### config.mk
export PLATFORM = sky130hd
export DESIGN_NAME = ibd_ctrl
export DESIGN_NICKNAME = d
export VERILOG_FILES = /design/src/hdl/ibd_pkg.sv /design/src/hdl/ibd_ctrl.sv
export VERILOG_INCLUDE_DIRS = /design/src /design/src/hdl
export SDC_FILE = /design/constraint.sdc
export NUM_CORES = 1
export LEC_CHECK = 0
export BUFFER_PORTS_ARGS = -buffer_cell sky130_fd_sc_hd__buf_4
export CAP_MARGIN = 20
export CORE_AREA = 2 2 39 41
export CTS_CLUSTER_DIAMETER = 120
export CTS_CLUSTER_SIZE = 14
export DETAILED_ROUTE_END_ITERATION = 10
export DIE_AREA = 0 0 41 43
export GPL_ROUTABILITY_DRIVEN = 0
export GPL_TIMING_DRIVEN = 0
export MAX_ROUTING_LAYER = met4
export SKIP_CTS_REPAIR_TIMING = 1
export SLEW_MARGIN = 25
export SYNTH_ARGS = -nofsm -noshare
export SYNTH_HDL_FRONTEND = slang
export SYNTH_SLANG_ARGS = --single-unit
### constraint.sdc
create_clock -name clk -period 1.1 [get_ports clk]
set_input_delay 0 -clock clk [delete_from_list [all_inputs] [get_ports clk]]
set_output_delay 0 -clock clk [all_outputs]
set_load 0.02 [all_outputs]
### src/hdl/assert_macros.svh
// Assertion macros shared by the downscaler modules.
`ifndef ASSERT_MACROS_SVH
`define ASSERT_MACROS_SVH
`ifndef SYNTHESIS
`define ASSERT_IMPL(label, clk, rst_n, prop, msg) \
	label: assert property (@(posedge clk) disable iff (!rst_n) prop) else $error(msg);
`define ASSERT_NEXT(label, clk, rst_n, pre, post, msg) \
	label: assert property (@(posedge clk) disable iff (!rst_n) (pre) |=> (post)) else $error(msg);
`else
`define ASSERT_IMPL(label, clk, rst_n, prop, msg)
`define ASSERT_NEXT(label, clk, rst_n, pre, post, msg)
`endif
`endif

### src/hdl/ibd_pkg.sv
// Package for the image block downscaler: constants, register indices and types.
package ibd_pkg;
	localparam int MAX_WIDTH_DEF  = 4096;
	localparam int MAX_FACTOR_DEF = 16;
	localparam int HEIGHT_LIMIT   = 4096;
	localparam int SUM_W          = 16;
	localparam int GAUSS_FACTOR   = 3;
	localparam int GAUSS_SHIFT    = 4;

	localparam logic [1:0] REG_COLOR  = 2'd0;
	localparam logic [1:0] REG_FACTOR = 2'd1;
	localparam logic [1:0] REG_WIDTH  = 2'd2;
	localparam logic [1:0] REG_HEIGHT = 2'd3;

	typedef enum logic [1:0] {
		ST_IDLE,
		ST_READ,
		ST_UPDATE,
		ST_DIV
	} ibd_state_t;

	typedef struct packed {
		logic load;      // capture input word and position
		logic update;    // write sum, decide output
		logic div_start; // begin divide
	} ibd_cmd_t;

	typedef struct packed {
		logic in_block;  // pixel lies in a complete block
		logic emit;      // block finished
		logic div_done;
		logic out_busy;  // output register full and stalled
		logic sizing;    // block limits being sized
	} ibd_stat_t;
endpackage

### src/hdl/ibd_ctrl.sv
// Controller state machine for the downscaler.
module ibd_ctrl (
	input  logic              clk,
	input  logic              arst_n,
	input  logic              in_valid,
	output logic              in_stall,
	output ibd_pkg::ibd_cmd_t cmd,
	input  ibd_pkg::ibd_stat_t stat
);
	import ibd_pkg::*;
	`include "assert_macros.svh"

	ibd_state_t state_q, state_d;

	always_ff @(posedge clk or negedge arst_n) begin
		if (!arst_n) begin
			state_q <= ST_IDLE;
		end else begin
			state_q <= state_d;
		end
	end

	always_comb begin
		state_d       = state_q;
		cmd           = '0;
		in_stall      = 1'b1;
		unique case (state_q)
			ST_IDLE: begin
				// hold off pixels while block limits are being sized
				in_stall = stat.sizing;
				if (in_valid && !stat.sizing) begin
					cmd.load = 1'b1;
					state_d  = ST_READ;
				end
			end
			ST_READ: begin
				state_d = ST_UPDATE;
			end
			ST_UPDATE: begin
				if (!(stat.emit && stat.out_busy)) begin
					cmd.update = 1'b1;
					if (stat.emit) begin
						cmd.div_start = 1'b1;
						state_d       = ST_DIV;
					end else begin
						state_d = ST_IDLE;
					end
				end
			end
			ST_DIV: begin
				if (stat.div_done) begin
					state_d = ST_IDLE;
				end
			end
			default: state_d = ST_IDLE;
		endcase
	end

	`ASSERT_NEXT(a_load_read, clk, arst_n, cmd.load, state_q == ST_READ, "load not followed by read")
	`ASSERT_IMPL(a_stall_busy, clk, arst_n, (state_q != ST_IDLE) |-> in_stall, "accept while busy")
	`ASSERT_IMPL(a_div_emit, clk, arst_n, cmd.div_start |-> stat.emit, "divide without block end")
endmodule

==> flow_metrics.env, run 1 <==
export IMPL_drive_above_1_share_pct=70.97
export IMPL_relSlewSlack_pct=85.52
export IMPL_placed_cells=39
export IMPL_slowest_delay_ns=0.44
export IMPL_yosys_warnings=0
export IMPL_clockRootBuffer="clkbuf_4"
export IMPL_critPathKind="flop to output pin"
export IMPL_cts_clk_slew_worst_paths_ns=0.03
export IMPL_grt_antenna_before_repair=0
export IMPL_wire_per_inst_um=8.702
export IMPL_slew_violations=0
export IMPL_fin_crit_sh_pct=107.1
export IMPL_grt_overflow=0
export IMPL_p_leak_nw=0.1539
export IMPL_synth_seq_cells=2
export IMPL_grt_max_degree=8
export IMPL_synthCells=13
export IMPL_power_per_cell_area_mw_per_mm2=2101
export IMPL_port_buffers=10
export IMPL_antenna_left=0
export IMPL_crit_chain="or3_4, buf_6"
export IMPL_fin_nets=41
export IMPL_crit_start="state_q[1]$_DFFE_PN0P_"
export IMPL_wl_um=409
export IMPL_irDropWorstVdd_mv=0.3261
export IMPL_rsz0062_at_grt="true"
export IMPL_fin_skew_ns=0.005004
export IMPL_insertion_delay_ns=0.22
export IMPL_fin_util_pct=23.15
export IMPL_vias=176
export IMPL_cp_start_kind="flop"
export IMPL_hold_path_class="input pin to async pin"
export IMPL_dp_hpwl_um=266.7
export IMPL_yosysSeqAreaShare_pct=36.36
export IMPL_top_register="state_q"
export IMPL_start_util_pct=9.946
export IMPL_fin_area_um2=320.3
export IMPL_first_pass_iters=2
export IMPL_htreeDepth=1
export IMPL_reg_top3="state_q: 2 flops"
export IMPL_fmax_mhz=849.0
export IMPL_fin_cells=47
export IMPL_period_minus_slack_ns=1.178
export IMPL_diodes=0
export IMPL_final_hold_violation_count=0
export IMPL_yosysUniqueCellTypes=10
export IMPL_place_area_um2=232.7
export IMPL_first_global_vias=155
export IMPL_violations="negative setup slack"
export IMPL_drt_iter0_drc=1
export IMPL_cts_sinks=2
export IMPL_multi_input_area_um2=96.34
export IMPL_io_pins=12
export IMPL_critPathTopFamily="flip-flops"
export IMPL_cap_viol_max_count=0
export IMPL_ff2ff_setup_slack_ns=-0.02
export IMPL_drc=0
export IMPL_grt_pass1_wl_um=503
export IMPL_largest_reg_flops=2
export IMPL_cts_tree="yes"
export IMPL_regArea_um2=52.55
export IMPL_tightest_slew_ns=0.2163
export IMPL_critPathSlowestCell="dfrtp_2"
export IMPL_fin_ws_ns=-0.07785
export IMPL_reg2reg_from="state_q[0]$_DFFE_PN0P_"
export IMPL_grt_usage_pct=4.928
export IMPL_die_area_mm2=0.001763
export IMPL_die_w_um=41
export IMPL_tns_ns=-0.1454
export IMPL_fillCellCount=157
export IMPL_setup_violations=4
export IMPL_syn_nets=21
export IMPL_syn_area_um2=137.6
export IMPL_crit_buf_inv=1
export IMPL_arrival_ns=1.18
export IMPL_fp_row_count=14
export IMPL_syn_area_per_cell_um2=10.59
export IMPL_cp_max_fo=6
export IMPL_die_height_um=43
export IMPL_cts_buffers=3
export IMPL_crit_path_end_kind="output pin"
export IMPL_outcome="finished with violations"
export IMPL_critPathRequiredTime_ns=1.10
export IMPL_vias_per_cell=3.745
export IMPL_clockBufferDepth=2
export IMPL_syn2layout_area_growth_pct=132.7
export IMPL_core_area_mm2=0.001384
-- cells in the mapped netlist, drive strengths merged --
| master | number | area, um2 |
|---|---|---|
| or3 | 1 | 6.260 |
| and2 | 2 | 12.51 |
| a211o | 1 | 8.760 |
| a21oi | 2 | 10.01 |
| nand2b | 1 | 6.260 |
| and3b | 1 | 10.01 |
| nor2 | 1 | 3.750 |
| dfrtp | 2 | 50.05 |
| a31oi | 1 | 6.260 |
| nor4b | 1 | 23.77 |
-- cell type report --
class / count / area share [%]
Timing Repair Buffer: 15 / 40.23
Multi-Input combinational cell: 11 / 30.08
Sequential cell: 2 / 16.41
Clock buffer: 3 / 7.031
Tap cell: 16 / 6.250
-- cells in the final DEF, fill, tap and decap left out --
cell type and n:
a211o_1 1, a21oi_1 1, a21oi_2 1, a31oi_1 1, and2_1 2, and3b_2 1
buf_4 10, buf_6 3, clkbuf_4 3, dfrtp_2 2, dlygate4sd3_1 2, nand2b_1 1
nor2_1 1, nor4b_4 1, or3_4 1
-- report_power, final --
part | internal, mW | total [mW] | switching [mW] | leakage, nW
clock network | 0.120 | 0.162 | 0.0418 | 0.0138
logic | 0.205 | 0.336 | 0.131 | 0.117
registers | 0.111 | 0.175 | 0.0640 | 0.0229
-- per-stage QoR --
stage	worst slack (ns)	power [mW]	hold WS, ns
floorplan	0.01965	0.2977	-0.2956
global route	-0.1101	0.7184	0.09058
finish	-0.07785	0.6730	0.09558
detailed placement	0.06159	0.3977	-0.2170
CTS	-0.1290	0.5687	-0.4581
global placement	0.07278	0.3932	-0.2169
-- cell families (layout without fill, tap and decap cells) --
family | count (synthesis) | count (layout) | synth area share (%)
AOI/OAI and AO/OA | 4 | 4 | 18.19
and+or+nand+nor | 7 | 7 | 45.45
DFF | 2 | 2 | 36.37
buffers and inverters | 0 | 18 | 0
-- layer usage --
layer | wire length [um] | GRT usage [%] | share of wire (%) | up-vias
met5 | 0 | - | 0 | -
met4 | 0 | 6.000 | 0 | 0
met3 | 25 | 3.141 | 6.1 | 0
met2 | 231 | 7.187 | 56 | 5
met1 | 152 | 3.195 | 37 | 85
li1 | - | - | - | 86
-- path summary, 6_finish.rpt --
check | endpoint | cells past startpoint
max in group asynchronous | state_q[0]$_DFFE_PN0P_ | 2
setup reg to reg | state_q[0]$_DFFE_PN0P_ | 3
hold reg to reg | state_q[1]$_DFFE_PN0P_ | 2
min in group clk | state_q[1]$_DFFE_PN0P_ | 3
hold / removal | state_q[1]$_DFFE_PN0P_ | 2
setup / recovery | in_stall | 2
Note: power is estimated with default switching activity, not from simulation.
==> run 2: changes to the inputs <==
--- a/config.mk
+++ b/config.mk
@@ -6,6 +6,7 @@
 export SDC_FILE = /design/constraint.sdc
 export NUM_CORES = 1
 export LEC_CHECK = 0
+export ABC_AREA = 1
 export BUFFER_PORTS_ARGS = -buffer_cell sky130_fd_sc_hd__buf_4
 export CAP_MARGIN = 20
 export CORE_AREA = 2 2 39 41
==> constraint.sdc (replaced) <==
create_clock -name clk -period 1.05 [get_ports clk]
set_input_delay 0 -clock clk [delete_from_list [all_inputs] [get_ports clk]]
set_output_delay 0 -clock clk [all_outputs]
set_load 0.02 [all_outputs]
==> flow_metrics.env, run 2 <==
export IMPL_grt_overflow=0
export IMPL_synthFlopType="dfrtp_1"
export IMPL_crit_path_end_kind="output pin"
export IMPL_cts_buffers=3
export IMPL_grt_max_degree=6
export IMPL_power_per_cell_area_mw_per_mm2=2510
export IMPL_die_w_um=41
export IMPL_synth_top_area_share_pct=32.00
export IMPL_whs_ns=0.06987
export IMPL_fin_skew_ns=0.001528
export IMPL_final_cell_mix="buf_4, nand2_1, clkbuf_4"
export IMPL_syn_area_um2=156.4
export IMPL_grt_antenna_before_repair=0
export IMPL_largest_reg_flops=2
export IMPL_cts_tree="yes"
export IMPL_placed_cells=51
export IMPL_top_register="state_q"
export IMPL_syn_nets=33
export IMPL_synth_async_sr_flop_share_pct=100.0
export IMPL_rsz0062_at_grt="true"
export IMPL_final_hold_violation_count=0
export IMPL_core_area_mm2=0.001384
export IMPL_drt_iter0_drc=0
export IMPL_violations="negative setup slack"
export IMPL_fin_nets=52
export IMPL_critPathRequiredTime_ns=1.05
export IMPL_pre_cts_slack_ns=0.09060
export IMPL_drive_above_1_share_pct=59.52
export IMPL_grt_pass1_wl_um=717
export IMPL_cap_viol_max_count=0
export IMPL_period_minus_slack_ns=1.085
export IMPL_fmax_mhz=921.7
export IMPL_p_sw_share_pct=40.50
export IMPL_insertion_delay_ns=0.22
export IMPL_synth_seq_cells=2
export IMPL_first_global_vias=187
export IMPL_irDropWorstVdd_mv=0.4938
export IMPL_slew_violations=0
export IMPL_syn2layout_area_growth_pct=106.4
export IMPL_hold_path_class="input pin to flop"
export IMPL_wire_per_inst_um=7.983
export IMPL_outcome="finished with violations"
export IMPL_antenna_left=0
export IMPL_p_sw_uw=328.1
export IMPL_p_leak_nw=0.1715
export IMPL_yosysSeqAreaShare_pct=32.00
export IMPL_arrival_ns=1.08
export IMPL_htreeDepth=1
export IMPL_clockRootBuffer="clkbuf_4"
export IMPL_yosysMostFrequentCell="nand2_1"
export IMPL_layout_cells_most_common="buf_4"
export IMPL_vias_per_cell=3.741
export IMPL_synthCells=25
export IMPL_drc=0
export IMPL_yosysUniqueCellTypes=12
export IMPL_ys_top_cells_by_area="dfrtp_1, nand2_1, inv_1, nor2_1, nand3_1"
export IMPL_syn_area_per_cell_um2=6.256
export IMPL_cts_clk_slew_worst_paths_ns=0.03
export IMPL_fp_row_count=14
export IMPL_combPwrFrac_pct=57.1
export IMPL_yosys_warnings=0
export IMPL_p_int_uw=482.1
export IMPL_ff2ff_setup_slack_ns=0.06
export IMPL_cp_max_fo=4
export IMPL_setup_violations=2
export IMPL_port_buffers=10
export IMPL_fin_cells=58
export IMPL_vias=217
export IMPL_grt_usage_pct=6.893
export IMPL_total_power_uw=810.3
export IMPL_fin_ws_ns=-0.03490
export IMPL_critPathKind="flop to output pin"
export IMPL_die_height_um=43
export IMPL_synth_edf_count=0
export IMPL_first_pass_iters=1
export IMPL_wl_um=463
export IMPL_cts_sinks=2
export IMPL_die_area_mm2=0.001763
export IMPL_tightest_slew_ns=0.2057
export IMPL_reg_top3="state_q: 2 flops"
export IMPL_synthTopCellsByCount="nand2_1, inv_1, nor2_1"
export IMPL_seq_power_share_pct=22.4
export IMPL_synth_top_cell_by_area="dfrtp_1"
export IMPL_diodes=0
export IMPL_cp_start_kind="flop"
export IMPL_start_util_pct=11.30
export IMPL_clockBufferDepth=2
export IMPL_io_pins=12
export IMPL_pwr_share_clk_pct=20.5
export IMPL_fin_crit_sh_pct=103.3
export IMPL_fin_util_pct=23.33
export IMPL_relSlewSlack_pct=86.14
[run 2: cell count changes after synthesis, sizes merged, moves of 2 or more]
| cell | change |
|---|---|
| nand2 | +8 |
| inv | +4 |
| nand3 | +2 |
| o21ai | +2 |
| nor2 | +2 |
| and2 | -2 |
[run 2: cell type report]
class | instances | area, um2
clock buffer | 3 | 22.52
fill | 160 | 1061
inverter | 4 | 15.01
multi-input combinational | 19 | 101.3
sequential | 2 | 52.55
tap | 16 | 20.02
timing repair buffer | 14 | 111.4
[run 2: worst paths after layout]
path                                        start                     end  depth (start not counted)
setup / recovery           state_q[1]$_DFFE_PN0P_                  cmd[0]                          4
setup reg to reg           state_q[0]$_DFFE_PN0P_  state_q[1]$_DFFE_PN0P_                          5
hold reg to reg            state_q[0]$_DFFE_PN0P_  state_q[0]$_DFFE_PN0P_                          3
min in group asynchronous                  arst_n  state_q[0]$_DFFE_PN0P_                          2
max in group asynchronous                  arst_n  state_q[1]$_DFFE_PN0P_                          2
hold / removal                            stat[2]  state_q[0]$_DFFE_PN0P_                          4
[run 2: worst max-delay path, stage by stage (launching register included)]
cell	delay [ns]
dfrtp_2	0.43
buf_4	0.14
nand3_1	0.10
nor2_1	0.05
buf_4	0.15
[run 2: cells by family after synthesis]
kind of cell,synth area share (%)
flops,32.00
buf+inv,9.597
simple gates,43.21
compound gates,15.20
[run 2: metrics by stage]
stage | instance area (um2) | setup TNS, ns
6_report | 322.8 | -0.04810
5_1_grt | 322.8 | -0.2391
4_1_cts | 274.0 | -0.1426
3_5_place_dp | 251.5 | 0
3_3_place_gp | 251.5 | 0
2_1_floorplan | 156.4 | 0
[run 2: layer usage]
layer	track usage (%)	wire length, um	share of wire [%]	vias to the layer above
met5	-	0	0	-
met1	7.074	197	43	94
met3	4.712	38	8.2	2
met4	8.000	7	1.5	0
li1	-	-	-	115
met2	7.500	219	47	6
[run 2: power by group through the flow]
stage	logic, mW	clock network (mW)	registers (mW)
after floorplan	0.241	0	0.152
after global placement	0.345	0	0.160
after detailed placement	0.354	0	0.165
after CTS	0.354	0.179	0.163
after global routing	0.514	0.194	0.190
final	0.463	0.166	0.181
==> run 3: changes to the inputs <==
--- a/config.mk
+++ b/config.mk
@@ -17,6 +17,7 @@
 export GPL_ROUTABILITY_DRIVEN = 0
 export GPL_TIMING_DRIVEN = 0
 export MAX_ROUTING_LAYER = met4
+export SETUP_SLACK_MARGIN = 0.2
 export SKIP_CTS_REPAIR_TIMING = 1
 export SLEW_MARGIN = 25
 export SYNTH_ARGS = -nofsm -noshare
==> flow_metrics.env, run 3 (same netlist as run 2, synthesis figures left out) <==
export IMPL_outcome="finished with violations"
export IMPL_violations="negative setup slack"
export IMPL_first_pass_iters=2
export IMPL_port_buffers=10
export IMPL_cts_tree="yes"
export IMPL_irDropWorstVdd_mv=0.5314
export IMPL_grt_antenna_before_repair=0
export IMPL_tightest_slew_ns=0.2699
export IMPL_vias_per_cell=3.912
export IMPL_drt_iter0_drc=1
export IMPL_fp_row_count=14
export IMPL_fin_nets=51
export IMPL_regArea_um2=52.55
export IMPL_dp_hpwl_um=365.8
export IMPL_relSlewSlack_pct=81.82
export IMPL_grt_pass1_wl_um=690
export IMPL_drive_above_1_share_pct=70.73
export IMPL_fin_crit_sh_pct=101.4
export IMPL_place_area_um2=261.5
export IMPL_final_hold_violation_count=0
export IMPL_first_global_vias=176
export IMPL_reg_top3="state_q: 2 flops"
export IMPL_drc=0
export IMPL_arrival_ns=1.06
export IMPL_period_minus_slack_ns=1.065
export IMPL_vias=223
export IMPL_p_leak_nw=0.1710
export IMPL_slew_violations=0
export IMPL_whs_ns=0.08516
export IMPL_die_w_um=41
export IMPL_clockRootBuffer="clkbuf_4"
export IMPL_cts_sinks=2
export IMPL_die_area_mm2=0.001763
export IMPL_cp_max_fo=5
export IMPL_io_pins=12
export IMPL_critPathKind="flop to output pin"
export IMPL_power_per_cell_area_mw_per_mm2=2493
export IMPL_wire_per_inst_um=8.860
export IMPL_fin_area_um2=346.6
export IMPL_cp_start_kind="flop"
export IMPL_antenna_left=0
export IMPL_start_util_pct=11.30
export IMPL_core_area_mm2=0.001384
export IMPL_wl_um=505
export IMPL_cap_viol_max_count=0
export IMPL_final_cell_mix="buf_4, nand2_1, clkbuf_4, buf_6"
export IMPL_die_height_um=43
export IMPL_cts_buffers=3
export IMPL_critPathRequiredTime_ns=1.05
export IMPL_diodes=0
export IMPL_grt_max_degree=6
export IMPL_hold_path_class="input pin to flop"
export IMPL_layout_cells_most_common="buf_4"
export IMPL_setup_violations=1
export IMPL_fillCellCount=158
export IMPL_total_power_uw=864.2
export IMPL_crit_path_end_kind="output pin"
export IMPL_htreeDepth=1
export IMPL_fin_skew_ns=0.004036
export IMPL_insertion_delay_ns=0.22
export IMPL_multi_input_area_um2=125.1
export IMPL_top_register="state_q"
export IMPL_grt_overflow=0
export IMPL_largest_reg_flops=2
export IMPL_clockBufferDepth=2
export IMPL_syn2layout_area_growth_pct=121.6
export IMPL_fmax_mhz=939.1
export IMPL_rsz0062_at_grt="true"
export IMPL_grt_usage_pct=6.674
export IMPL_cts_clk_slew_worst_paths_ns=0.03
export IMPL_fin_ws_ns=-0.01488
run 3: layout make-up:
class / count / share of cell area [%]
Timing Repair Buffer: 13 / 32.13
Multi-Input combinational cell: 19 / 36.10
Sequential cell: 2 / 15.16
Clock buffer: 3 / 6.498
Inverter: 4 / 4.332
Tap cell: 16 / 5.776
run 3: stage by stage:
step / std cells / util [%] / TNS, ns / setup WS [ns]
after floorplan: 25 / - / 0 / 0.1546
after global placement: 51 / 18.90 / 0 / 0.1176
after detailed placement: 51 / 18.90 / 0 / 0.1103
after CTS: 54 / 20.52 / -0.2017 / -0.08137
after global routing: 57 / 25.05 / -0.2589 / -0.07857
final: 57 / 25.05 / -0.01488 / -0.01488
run 3: worst paths after layout:
kind	from	end	slack, ns	cells after the start
hold reg to reg	state_q[1]$_DFFE_PN0P_	state_q[0]$_DFFE_PN0P_	0.68	3
max in group asynchronous	arst_n	state_q[0]$_DFFE_PN0P_	0.85	2
setup reg to reg	state_q[0]$_DFFE_PN0P_	state_q[1]$_DFFE_PN0P_	0.03	5
hold / removal	stat[2]	state_q[1]$_DFFE_PN0P_	0.09	4
min in group asynchronous	arst_n	state_q[1]$_DFFE_PN0P_	0.10	2
setup / recovery	state_q[1]$_DFFE_PN0P_	cmd[2]	-0.01	4
run 3: routing by layer:
| metal | share of wire (%) | global-route usage [%] | vias to the layer above | routed length (um) |
|---|---|---|---|---|
| met5 | 0 | - | - | 0 |
| met4 | 0 | 6.000 | 0 | 0 |
| met3 | 10 | 6.283 | 0 | 52 |
| met2 | 52 | 7.187 | 7 | 263 |
| met1 | 37 | 6.709 | 101 | 188 |
| li1 | - | - | 115 | - |
run 3: report_power, final:
part / total, mW / switching, mW / internal [mW] / leakage [nW]
clock network: 0.167 / 0.0416 / 0.126 / 0.0138
registers: 0.187 / 0.0640 / 0.123 / 0.0225
logic: 0.510 / 0.271 / 0.239 / 0.135
run 3: worst max-delay path, cell delays in order, from the launching register on:
cell and delay, ns:
dfrtp_2 0.44, nor2_4 0.13, nand2_2 0.08, nor2_4 0.08, buf_6 0.11
